===== config.mk =====
export PLATFORM = sky130hd
export DESIGN_NAME = qppc_mult
export DESIGN_NICKNAME = d
export VERILOG_FILES = /design/src/rtl/quadrature_position_pid_controller_macros.svh /design/src/rtl/qppc_pkg.sv /design/src/rtl/qppc_mult.sv
export SDC_FILE = /design/constraint.sdc
export NUM_CORES = 2
export LEC_CHECK = 0
export BUFFER_PORTS_ARGS = -buffer_cell sky130_fd_sc_hd__clkbuf_2
export CORE_MARGIN = 3
export CORE_UTILIZATION = 45
export CTS_CLUSTER_SIZE = 12
export DETAILED_ROUTE_END_ITERATION = 10
export SLEW_MARGIN = 20
export SYNTH_ARGS = -nofsm -noshare
export SYNTH_HDL_FRONTEND = slang
export SYNTH_SLANG_ARGS = --single-unit

===== constraint.sdc =====
create_clock -name clk -period 14.85 [get_ports clk]
set_input_delay 2.97 -clock clk [delete_from_list [all_inputs] [get_ports clk]]
set_output_delay 2.97 -clock clk [all_outputs]
set_load 0.02 [all_outputs]

===== src/rtl/quadrature_position_pid_controller_macros.svh =====
// Assertion macros for the quadrature position PID controller.
// Expects clk and rst in the scope where the macros are used.
`ifndef QUADRATURE_POSITION_PID_CONTROLLER_MACROS_SVH
`define QUADRATURE_POSITION_PID_CONTROLLER_MACROS_SVH

// same-cycle implication
`define QPPC_ASSERT_IMP(name, ante, cons) \
  name: assert property (@(posedge clk) disable iff (rst) (ante) |-> (cons)) \
    else $error("qppc: same-cycle check failed");

// next-cycle implication
`define QPPC_ASSERT_NXT(name, ante, cons) \
  name: assert property (@(posedge clk) disable iff (rst) (ante) |=> (cons)) \
    else $error("qppc: next-cycle check failed");

`endif


===== src/rtl/qppc_pkg.sv =====
// Shared types, codes and constants of the quadrature position PID controller.
// No dependencies.
package qppc_pkg;

  localparam int POS_W         = 32;
  localparam int SETTLE_STEPS  = 20;
  localparam int CNT_W         = 5;
  localparam int BAND          = 40;
  localparam int STEP_BACKOFF  = 250;
  localparam int SETTLE_BACKOFF = SETTLE_STEPS * STEP_BACKOFF;
  localparam int DRV_W         = 51;

  localparam logic signed [35:0] SAT_HI = 36'sd2147483647;
  localparam logic signed [35:0] SAT_LO = -36'sd2147483648;

  typedef enum logic [1:0] {
    DIR_FORWARD = 2'd0,
    DIR_BRAKE   = 2'd1,
    DIR_REVERSE = 2'd2
  } dir_t;

  typedef enum logic [1:0] {
    ST_NONE        = 2'd0,
    ST_LEVER_CLOSE = 2'd1,
    ST_FEED_START2 = 2'd2,
    ST_WAIT_INPUT  = 2'd3
  } status_t;

  typedef enum logic [1:0] {
    PH_RETURN = 2'd0,
    PH_CLOSE  = 2'd1,
    PH_FEED   = 2'd2,
    PH_OTHER  = 2'd3
  } phase_t;

  typedef enum logic {
    FUNC_ENCODER = 1'b0,
    FUNC_CONTROL = 1'b1
  } func_t;

  typedef enum logic [2:0] {
    REG_GAIN_CLOSE      = 3'd0,
    REG_GAIN_FEED       = 3'd1,
    REG_INTEGRAL_GAIN   = 3'd2,
    REG_DERIVATIVE_GAIN = 3'd3,
    REG_DRIVE_MIN       = 3'd4,
    REG_DRIVE_MAX       = 3'd5,
    REG_ENABLE          = 3'd6
  } reg_idx_t;

  typedef struct packed {
    logic [15:0] gain_close;
    logic [15:0] gain_feed;
    logic [15:0] integral_gain;
    logic [15:0] derivative_gain;
    logic [15:0] drive_min;
    logic [15:0] drive_max;
    logic        enable;
  } cfg_t;

  typedef struct packed {
    func_t              func;
    logic               pin_a;
    logic               pin_b;
    logic signed [31:0] target_pos;
    phase_t             phase;
  } in_item_t;

  // after error / state stage
  typedef struct packed {
    logic               control;
    logic               neg;
    logic [31:0]        mag;
    logic [15:0]        kp;
    logic signed [31:0] esum;
    logic signed [32:0] dlt;
    logic signed [31:0] position;
    logic signed [31:0] deviation;
    logic               settled;
    status_t            next_status;
    logic               edge_error;
  } a_item_t;

  // after multiply stage
  typedef struct packed {
    logic               control;
    logic               neg;
    logic [47:0]        pterm;
    logic signed [47:0] iprod;
    logic signed [48:0] dprod;
    logic signed [31:0] position;
    logic signed [31:0] deviation;
    logic               settled;
    status_t            next_status;
    logic               edge_error;
  } m_item_t;

  typedef struct packed {
    logic [15:0]        pwm_duty;
    dir_t               drive_dir;
    logic signed [31:0] position;
    logic signed [31:0] deviation;
    logic               settled;
    status_t            next_status;
    logic               edge_error;
  } result_t;

  function automatic logic signed [31:0] sat32(input logic signed [35:0] v);
    if (v > SAT_HI) begin
      return 32'sh7FFF_FFFF;
    end else if (v < SAT_LO) begin
      return 32'sh8000_0000;
    end
    return v[31:0];
  endfunction

endpackage


===== src/rtl/qppc_mult.sv =====
// Multiply stage: proportional, integral and derivative products, registered.
// Depends on qppc_pkg.
module qppc_mult import qppc_pkg::*; (
  input  logic    clk,
  input  logic    adv,
  input  a_item_t a_in,
  input  cfg_t    cfg,
  output m_item_t stage
);

  m_item_t stage_next;

  always_comb begin
    stage_next.control     = a_in.control;
    stage_next.neg         = a_in.neg;
    stage_next.pterm       = 48'(a_in.kp) * 48'(a_in.mag);
    stage_next.iprod       = 48'($signed({1'b0, cfg.integral_gain})) * 48'(a_in.esum);
    stage_next.dprod       = 49'($signed({1'b0, cfg.derivative_gain})) * 49'(a_in.dlt);
    stage_next.position    = a_in.position;
    stage_next.deviation   = a_in.deviation;
    stage_next.settled     = a_in.settled;
    stage_next.next_status = a_in.next_status;
    stage_next.edge_error  = a_in.edge_error;
  end

  always_ff @(posedge clk) begin
    if (adv) begin
      stage <= stage_next;
    end
  end

endmodule


==> results.ini <==
[clocking]
hold_buffers=0
root_buffer=sky130_fd_sc_hd__clkbuf_16
postCtsSetupBuffers=0
cts_resized=0
clk_sinks=215
cts_buffer_depth=3
clock_slew_at_reported_path_ffs_ns=0.06
clock_tree.htree_level_count=1
tritoncts=yes
cts-buffers-inserted=30

[route]
num_vias=42000
first_pass_iters=5
routed_wire_length_per_instance_um=19.2
detailedRoute.firstIterationViolations=2759
drcViolationCount=0
wl_um=158000
drt.antenna.violating_nets=0
routed_vias_inst=5.11

[place]
finalWeightedCongestion=0.854
placed_area_um2=62000
hpwl_um=119000
port_buffers=431

[layout]
finalInstanceArea_um2=63000
biggest_register=stage
largest_reg_flops=215
final_net_count=8494
biggestRegsByFlops=stage x215
synthToLayoutAreaGrowth_pct=7.71
multi_input_comb_area_um2=44900
layout-drive-gt1-share=0.0799
fill_cells=12400
ff_latch_area_um2=6460

[floorplanning]
starting_utilization_of_the_core_area=0.456
ioPinCount=497
num_rows=131
die-area_um2=134000
die_w_um=367
floorplan.die.height_um=367
fp.coreArea_um2=128000

[yosys]
yosysTopAreaCell=sky130_fd_sc_hd__fa_1
synth.most_common_cell=sky130_fd_sc_hd__inv_1
postSynth.topFlopCell=sky130_fd_sc_hd__edfxtp_1
synthCells=6241
synth_top_area_share=0.479
async_reset_ff_frac=0
synth-seq-area-share=0.110
synth-warning-count=0
net_count_of_the_mapped_netlist=8273
synth-edff-count=215
ys_top_cells_by_area=sky130_fd_sc_hd__fa_1 (48%), sky130_fd_sc_hd__edfxtp_1 (11%), sky130_fd_sc_hd__inv_1 (11%)
post_synth_num_cell_types=62
ff_latch_count_synth=215
top_cells_by_count_synth=sky130_fd_sc_hd__inv_1 (1658), sky130_fd_sc_hd__fa_1 (1400), sky130_fd_sc_hd__nand2_1 (1024), sky130_fd_sc_hd__and2_1 (585), sky130_fd_sc_hd__ha_1 (350)
summed_instance_area_of_the_synthesized_netlist_um2=58500
post_synth.cell_area_avg_um2=9.38

[run]
max_cap_violations=0

[setup_path]
critical_path.endpoint=stage[151]
critical_path_peak_fanout=32
arrival_ns=10.68
crit_buf_inv=5
worst-setup-path-type=in2reg
critical-path-top-delay-family=adder cells
startpoint=cfg[54]
worstPathCellList=clkbuf_2 > and2_1 > fa_1 > inv_1 > fa_1 > fa_1 > fa_1 > inv_1 > fa_1 > inv_1 > fa_1 > inv_1 > ha_1 > nand3_1 > nor2_1 > o211ai_1 > a21oi_1 > a311o_1 > nand3_1 > o21a_1 > o21ai_1 > a21oi_1 > xnor2_1
worst_path_most_repeated_cell=sky130_fd_sc_hd__fa_1
endpoint_kind=register
worst-endpoint-required_ns=15.23
timing.critical_path.slowest_cell_delay_ns=0.59
critical_path_cell_count=23
timing.critical_path.from_type=input port
slowest_library_cell_on_the_worst_path=sky130_fd_sc_hd__o21ai_1

[timing]
worstMarginPinSlew_ns=1.05
setup_tns_ns=0
timing_hold_violations_final=0
worst_slew_margin_rel=0.299
clock.fmax_ghz=0.0971
finalCriticalPeriod_ns=10.30
grt_setup_unrepaired=false
portion_of_the_clock_cycle_consumed_by_the_worst_path_in_the_final_layout=0.693
slew_viol_final=0
final-setup-viol-count=0

[grt]
wire_length_of_the_first_global_routing_pass_um=256000
antenna_found_initial=13
global_route.usage.total=0.243
grt_max_degree=93
grt_pass1_vias=46100
globalRouteOverflowTotal=0

[run_status]
status=complete, no violations

[hold_path]
timing.hold.worst.class=in2reg

[kinds of logic after synthesis]
| family | after synthesis | share of synthesized area |
|---|---|---|
| and+or+nand+nor | 1814 | 0.146 |
| xor gates and xnor gates | 147 | 0.0220 |
| buffers and inverters | 1924 | 0.123 |
| adders and majority gates | 1750 | 0.554 |
| DFF | 215 | 0.110 |
| muxes | 1 | 0.000171 |
| AOI/OAI and AO/OA | 390 | 0.0441 |
[how the worst min path moves through the flow]
| stage | startpoint | to | slack [ns] | cells past startpoint |
|---|---|---|---|---|
| after floorplan | a_in[0] | stage[0] | 3.07 | 0 |
| after global placement | a_in[58] | stage[58] | 3.15 | 1 |
| after detailed placement | a_in[56] | stage[56] | 3.15 | 1 |
| after CTS | a_in[56] | stage[56] | 2.45 | 1 |
| after global routing | a_in[47] | stage[47] | 2.47 | 1 |
| final | a_in[47] | stage[47] | 2.52 | 1 |
[metal layers]
metal,up-vias,wire length [µm],track usage
li1,18500,-,-
met1,21700,66100,0.332
met2,1461,74800,0.400
met3,238,13000,0.0464
met4,2,4350,0.0605
met5,-,8,0
[cells in the final DEF, fill, tap and decap left out, types with 31 or more instances in the layout]
cell	count
sky130_fd_sc_hd__inv_1	1658
sky130_fd_sc_hd__fa_1	1400
sky130_fd_sc_hd__nand2_1	1024
sky130_fd_sc_hd__and2_1	585
sky130_fd_sc_hd__clkbuf_2	430
sky130_fd_sc_hd__ha_1	350
sky130_fd_sc_hd__edfxtp_1	215
sky130_fd_sc_hd__a21oi_1	123
sky130_fd_sc_hd__xnor2_1	106
sky130_fd_sc_hd__a21o_1	82
sky130_fd_sc_hd__nor2_1	63
sky130_fd_sc_hd__o21ai_0	42
sky130_fd_sc_hd__xor2_1	41
sky130_fd_sc_hd__nand3_1	36
sky130_fd_sc_hd__clkbuf_16	31
[cell type report]
| class | instances | area share |
|---|---|---|
| multi-input combinational | 4102 | 0.711 |
| sequential | 215 | 0.102 |
| inverter | 1658 | 0.0987 |
| timing repair buffer | 455 | 0.0372 |
| tap | 1729 | 0.0343 |
| clock buffer | 33 | 0.0124 |
| clock inverter | 21 | 0.00327 |
| antenna | 5 | 0.000198 |
[through the flow]
| stage | setup WS [ns] | std cells | utilization | hold WS, ns |
|---|---|---|---|---|
| after CTS | 4.55 | 8213 | 0.491 | 2.45 |
| after global routing | 4.37 | 8213 | 0.491 | 2.47 |
| final | 4.55 | 8218 | 0.491 | 2.52 |
| after detailed placement | 3.88 | 8159 | 0.483 | 3.15 |
| after floorplan | 5.93 | 6241 | - | 3.07 |
| after global placement | 3.86 | 8159 | 0.483 | 3.15 |
Power is left out: the tool's default activity adds up to more than one toggle a clock period on the data nets, which glitch-free logic cannot reach.
