--- src/rtl/quadrature_position_pid_controller_macros.svh ---
// Assertion macros for the quadrature position PID controller.
// Expects clk and rst in the scope where the macros are used.
`ifndef QUADRATURE_POSITION_PID_CONTROLLER_MACROS_SVH
`define QUADRATURE_POSITION_PID_CONTROLLER_MACROS_SVH

// same-cycle implication
`define QPPC_ASSERT_IMP(name, ante, cons) \
  name: assert property (@(posedge clk) disable iff (rst) (ante) |-> (cons)) \
    else $error("qppc: same-cycle check failed");

// next-cycle implication
`define QPPC_ASSERT_NXT(name, ante, cons) \
  name: assert property (@(posedge clk) disable iff (rst) (ante) |=> (cons)) \
    else $error("qppc: next-cycle check failed");

`endif

--- src/rtl/qppc_pkg.sv ---
// Shared types, codes and constants of the quadrature position PID controller.
// No dependencies.
package qppc_pkg;

  localparam int POS_W         = 32;
  localparam int SETTLE_STEPS  = 20;
  localparam int CNT_W         = 5;
  localparam int BAND          = 40;
  localparam int STEP_BACKOFF  = 250;
  localparam int SETTLE_BACKOFF = SETTLE_STEPS * STEP_BACKOFF;
  localparam int DRV_W         = 51;

  localparam logic signed [35:0] SAT_HI = 36'sd2147483647;
  localparam logic signed [35:0] SAT_LO = -36'sd2147483648;

  typedef enum logic [1:0] {
    DIR_FORWARD = 2'd0,
    DIR_BRAKE   = 2'd1,
    DIR_REVERSE = 2'd2
  } dir_t;

  typedef enum logic [1:0] {
    ST_NONE        = 2'd0,
    ST_LEVER_CLOSE = 2'd1,
    ST_FEED_START2 = 2'd2,
    ST_WAIT_INPUT  = 2'd3
  } status_t;

  typedef enum logic [1:0] {
    PH_RETURN = 2'd0,
    PH_CLOSE  = 2'd1,
    PH_FEED   = 2'd2,
    PH_OTHER  = 2'd3
  } phase_t;

  typedef enum logic {
    FUNC_ENCODER = 1'b0,
    FUNC_CONTROL = 1'b1
  } func_t;

  typedef enum logic [2:0] {
    REG_GAIN_CLOSE      = 3'd0,
    REG_GAIN_FEED       = 3'd1,
    REG_INTEGRAL_GAIN   = 3'd2,
    REG_DERIVATIVE_GAIN = 3'd3,
    REG_DRIVE_MIN       = 3'd4,
    REG_DRIVE_MAX       = 3'd5,
    REG_ENABLE          = 3'd6
  } reg_idx_t;

  typedef struct packed {
    logic [15:0] gain_close;
    logic [15:0] gain_feed;
    logic [15:0] integral_gain;
    logic [15:0] derivative_gain;
    logic [15:0] drive_min;
    logic [15:0] drive_max;
    logic        enable;
  } cfg_t;

  typedef struct packed {
    func_t              func;
    logic               pin_a;
    logic               pin_b;
    logic signed [31:0] target_pos;
    phase_t             phase;
  } in_item_t;

  // after error / state stage
  typedef struct packed {
    logic               control;
    logic               neg;
    logic [31:0]        mag;
    logic [15:0]        kp;
    logic signed [31:0] esum;
    logic signed [32:0] dlt;
    logic signed [31:0] position;
    logic signed [31:0] deviation;
    logic               settled;
    status_t            next_status;
    logic               edge_error;
  } a_item_t;

  // after multiply stage
  typedef struct packed {
    logic               control;
    logic               neg;
    logic [47:0]        pterm;
    logic signed [47:0] iprod;
    logic signed [48:0] dprod;
    logic signed [31:0] position;
    logic signed [31:0] deviation;
    logic               settled;
    status_t            next_status;
    logic               edge_error;
  } m_item_t;

  typedef struct packed {
    logic [15:0]        pwm_duty;
    dir_t               drive_dir;
    logic signed [31:0] position;
    logic signed [31:0] deviation;
    logic               settled;
    status_t            next_status;
    logic               edge_error;
  } result_t;

  function automatic logic signed [31:0] sat32(input logic signed [35:0] v);
    if (v > SAT_HI) begin
      return 32'sh7FFF_FFFF;
    end else if (v < SAT_LO) begin
      return 32'sh8000_0000;
    end
    return v[31:0];
  endfunction

endpackage

--- src/rtl/qppc_track.sv ---
// Encoder decode and error tracking stage: holds position, error history,
// integral sum and settle counter. Depends on qppc_pkg.
module qppc_track import qppc_pkg::*; (
  input  logic    clk,
  input  logic    rst,
  input  logic    adv,
  input  logic    valid,
  input  in_item_t item,
  input  cfg_t    cfg,
  output a_item_t stage
);

  logic signed [POS_W-1:0] pos_count, pos_count_next;
  logic [1:0]              prev_pins, prev_pins_next;
  logic signed [31:0]      prev_err, prev_err_next;
  logic signed [31:0]      err_sum, err_sum_next;
  logic [CNT_W-1:0]        band_cnt, band_cnt_next;
  logic                    gain_close_sel, gain_close_sel_next;

  logic [1:0]         pins, pin_diff;
  logic               pins_x, count_up, count_dn;
  logic signed [32:0] pos_abs;
  logic signed [33:0] err_wide;
  logic signed [31:0] err;
  logic signed [32:0] err_neg;
  logic [CNT_W-1:0]   cnt_inc;
  logic               in_band, settle, is_ctrl;
  status_t            settle_status;
  a_item_t            stage_next;

  always_comb begin
    pins     = {item.pin_a, item.pin_b};
    pin_diff = pins ^ prev_pins;
    pins_x   = item.pin_a ^ item.pin_b;
    count_up = ((pin_diff == 2'b10) && pins_x) || ((pin_diff == 2'b01) && !pins_x);
    count_dn = ((pin_diff == 2'b10) && !pins_x) || ((pin_diff == 2'b01) && pins_x);

    pos_abs  = (pos_count < 0) ? -(33'(pos_count)) : 33'(pos_count);
    err_wide = 34'(item.target_pos) - 34'(pos_abs);
    err      = sat32(36'(err_wide));
    err_neg  = -(33'(err));

    in_band = (err >= -BAND) && (err <= BAND);
    cnt_inc = band_cnt + CNT_W'(1);
    settle  = cfg.enable && in_band && (cnt_inc >= CNT_W'(SETTLE_STEPS));

    case (item.phase)
      PH_CLOSE: settle_status = ST_LEVER_CLOSE;
      PH_FEED:  settle_status = ST_FEED_START2;
      default:  settle_status = ST_WAIT_INPUT;
    endcase

    case (item.phase)
      PH_CLOSE:           gain_close_sel_next = 1'b1;
      PH_RETURN, PH_FEED: gain_close_sel_next = 1'b0;
      default:            gain_close_sel_next = gain_close_sel;
    endcase

    is_ctrl        = (item.func == FUNC_CONTROL);
    pos_count_next = pos_count;
    prev_pins_next = prev_pins;
    prev_err_next  = prev_err;
    err_sum_next   = err_sum;
    band_cnt_next  = band_cnt;
    if (!is_ctrl) begin
      prev_pins_next = pins;
      if (count_up) begin
        pos_count_next = pos_count + POS_W'(1);
      end else if (count_dn) begin
        pos_count_next = pos_count - POS_W'(1);
      end
    end else begin
      prev_err_next = err;
      err_sum_next  = sat32(36'(err_sum) + 36'(err));
      if (settle) begin
        band_cnt_next = '0;
      end else if (cfg.enable && in_band) begin
        band_cnt_next = cnt_inc;
      end
    end

    stage_next.control     = is_ctrl;
    stage_next.neg         = (err < 0);
    stage_next.mag         = (err < 0) ? err_neg[31:0] : err;
    stage_next.kp          = gain_close_sel_next ? cfg.gain_close : cfg.gain_feed;
    stage_next.esum        = err_sum_next;
    stage_next.dlt         = 33'(err) - 33'(prev_err);
    stage_next.position    = 32'(pos_count_next);
    stage_next.deviation   = prev_err_next;
    stage_next.settled     = is_ctrl && settle;
    stage_next.next_status = (is_ctrl && settle) ? settle_status : ST_NONE;
    stage_next.edge_error  = !is_ctrl && (pin_diff == 2'b11);
  end

  always_ff @(posedge clk) begin
    if (rst) begin
      pos_count      <= '0;
      prev_pins      <= '0;
      prev_err       <= '0;
      err_sum        <= '0;
      band_cnt       <= '0;
      gain_close_sel <= 1'b0;
    end else if (adv && valid) begin
      pos_count      <= pos_count_next;
      prev_pins      <= prev_pins_next;
      prev_err       <= prev_err_next;
      err_sum        <= err_sum_next;
      band_cnt       <= band_cnt_next;
      if (is_ctrl) begin
        gain_close_sel <= gain_close_sel_next;
      end
    end
  end

  always_ff @(posedge clk) begin
    if (adv) begin
      stage <= stage_next;
    end
  end

endmodule

--- config.mk ---
export PLATFORM = sky130hd
export DESIGN_NAME = qppc_track
export DESIGN_NICKNAME = d
export VERILOG_FILES = /design/src/rtl/quadrature_position_pid_controller_macros.svh /design/src/rtl/qppc_pkg.sv /design/src/rtl/qppc_track.sv
export SDC_FILE = /design/constraint.sdc
export NUM_CORES = 1
export LEC_CHECK = 0
export BUFFER_PORTS_ARGS = -buffer_cell sky130_fd_sc_hd__buf_2
export CORE_UTILIZATION = 62
export DETAILED_ROUTE_END_ITERATION = 8
export HOLD_SLACK_MARGIN = 0.12
export PLACE_DENSITY = 0.95
export SYNTH_ARGS = -nofsm -noshare
export SYNTH_HDL_FRONTEND = slang
export SYNTH_SLANG_ARGS = --single-unit
--- constraint.sdc ---
create_clock -name clk -period 26 [get_ports clk]
set_clock_uncertainty 0.15 [all_clocks]
set_input_delay 2.6 -clock clk [delete_from_list [all_inputs] [get_ports clk]]
set_output_delay 2.6 -clock clk [all_outputs]
set_load 0.005 [all_outputs]
==> run metrics <==
WP data arrival=12.69 ns; Tot Pwr=0.00164 W; Die ar.=31,400 µm²; pins over their slew limit=0; Max Clk Rate=79.8 MHz; critical-path maximum fanout=68; hpwl dp=39,600 µm; status=finished clean; Final #Nets=2,604; slowest stage delay, CP=0.71 ns; area post-placement=20,600 µm²; residual DRC count=0; # setup viols final=0; FP Rows=63; antenna violations before repair=1; Post-Syn Instances=2,157; clock latency on the worst-skew pair=0.59 ns; worst vdd ir=0.0569 mV; endpoints failing hold=0; clk sinks=287; layout cells sized above 1=0.177; RR Startpoint=pos_count[0]$_SDFFE_PP0P_; Slew Limit Headroom=0.0839; clock period minus worst slack=12.53 ns; ys async rst share=0; first-pass GRT wire length=86,700 µm; top-area cell type share of the netlist area=0.289; Critical Path Start=pos_count[0]$_SDFFE_PP0P_; CP startpoint kind=register; Hold Crit Class=reg2reg; worst-margin pin slew=1.36 ns; leading cell types by count after synthesis=224 x nor2_1, 219 x a21oi_1, 216 x nand2_1; Yosys top cell by area=edfxtp_1; flops & latches, synth=287; Pleak=8.61 nW; DR WL/cell=20.2 µm; critical path class=reg2reg; Setup Fix Bufs, Post-CTS=0; HP Start=prev_err[4]$_SDFFE_PP0P_; remaining antenna violation count after routing=0; Synth-to-Final Area Change=13.5%; fin area=21,600 µm²; most frequent cell after synthesis=nor2_1; DR pass1 iterations=8; # hold bufs at CTS=0; PortBufs=256; DRT Wirelength=56,100 µm; pwr/cell area=76.0 nW/µm²; RSZ-0062 raised after global routing=false; Starting DRT DRC Count=2,358; CP Capture Type=register; hold path depth=2; Total Routing Usage GR=0.348; overflow left after global routing=0; reg2reg end=stage[116]$_DFFE_PP_; Reg2Reg Setup Slack=13.47 ns; CP required=26.16 ns; # Max-Cap Violations=0; clock-pin slew on the worst setup and hold paths=0.06 ns; I/O pin cnt=321; worst-case hold slack=0.307 ns; warnings from Yosys=0; Post-synth EDFFs=183; Placeable Area=30,000 µm²; Syn Nets=2,400; via density per instance=6.43; Tcrit/Tclk final=0.482; ranking of synthesized cells by area=edfxtp_1 29%, dfxtp_1 11%, ha_1 6.7%; Via Count=17.9k; Seq/Total Area, Yosys=0.398; CP max-delay cell=nor2_1; FF-to-FF path depth=40; chip width=177 µm; Max clock buf depth=3; htree depth=1; pin count of the biggest net entering global routing=83; Avg Inst Size Synth=8.83 µm²; die height=177 µm; CP endpoint=stage[116]$_DFFE_PP_; Finished Core Util=0.721; setup TNS=0 ns; TritonCTS clock tree=done; Initial Utilization=0.636; gpl congestion=1.00; Top FF cell, synth=edfxtp_1; Synth cell types=80; Root Driver=clkbuf_16; vias in the first global route=16.7k; CTS resizes=0; Mapped Area=19,000 µm²; CTS Buf Count=30
## report_power, final
| group | leakage (nW) | switching (W) | internal (W) |
|---|---|---|---|
| clock | 0.450 | 0.000185 | 0.000240 |
| combinational | 5.51 | 0.000382 | 0.000242 |
| sequential | 2.65 | 0.0000243 | 0.000569 |
## cell families after synthesis
| kind of cell | after synthesis | share of synthesized area |
|---|---|---|
| adder cells (fa/ha/maj) | 127 | 0.0817 |
| buffers and inverters | 195 | 0.0393 |
| multiplexers | 52 | 0.0306 |
| AND/OR/NAND/NOR | 711 | 0.175 |
| AO/OA/AOI/OAI | 603 | 0.191 |
| XOR/XNOR | 181 | 0.0833 |
| other | 1 | 0.000197 |
| flip-flops | 287 | 0.398 |
## registers in the layout (all words and copies together), names as in the netlist
register	cells
stage	183
err_sum	32
pos_count	32
prev_err	32
band_cnt	5
prev_pins	2
gain_close_sel	1
## layout by cell type (no fill, tap or decap), types with 6 or more instances in the layout
master       n
buf_2      254
nor2_1     224
a21oi_1    219
nand2_1    216
edfxtp_1   183
o21ai_0    169
dfxtp_1    104
xor2_1     102
ha_1       102
xnor2_1     78
inv_1       74
nor3_1      55
mux2_2      50
or3_1       44
a21o_1      42
nand3_1     37
buf_4       36
clkbuf_16   30
maj3_1      22
a31oi_1     20
nand4_1     19
and3_1      18
nor2b_1     18
o211ai_1    15
a211oi_1    15
o31ai_1     13
nand2b_1    12
o21a_1      12
o21ba_2     11
clkbuf_1    11
o21bai_1    10
or4_1       10
nor4_1       9
and4_1       8
and2_1       8
o31a_1       6
## critical path, delay by kind of cell (launching register included)
family,cells,cell delay [ns]
AOI/OAI and AO/OA,11,2.92
buffers and inverters,5,1.81
xor gates and xnor gates,1,0.07
DFF,1,0.40
muxes,1,0.31
adders and majority gates,3,1.13
and+or+nand+nor,19,5.39
## how the worst min path moves through the flow
stage                                      endpoint  slack [ns]
after global routing       prev_err[8]$_SDFFE_PP0P_        0.31
after CTS                  prev_err[8]$_SDFFE_PP0P_        0.31
after floorplan           prev_err[10]$_SDFFE_PP0P_        0.29
after global placement    prev_err[26]$_SDFFE_PP0P_        0.29
final                      prev_err[4]$_SDFFE_PP0P_        0.31
after detailed placement   prev_err[8]$_SDFFE_PP0P_        0.30
## layer usage
metal	track usage	wire [µm]	share of wire
met1	0.444	21300	0.38
met2	0.587	26900	0.48
met3	0.0417	5070	0.090
met4	0.161	2840	0.051
met5	0	0	0
## stage by stage
stage / instances / setup WS [ns]
detailed placement: 2719 / 14.05
finish: 2776 / 13.47
floorplan: 2157 / 15.93
global route: 2775 / 13.20
global placement: 2719 / 14.25
CTS: 2775 / 13.91
## layout make-up
type / count / area (µm²)
antenna: 1 / 2.50
multi-input combinational: 1675 / 10700
clock inverter: 13 / 141
inverter: 76 / 285
timing repair buffer: 291 / 1550
tap: 390 / 488
fill: 2152 / 8340
clock buffer: 43 / 820
sequential: 287 / 7580
No activity file was read; power rests on OpenSTA's default activity.
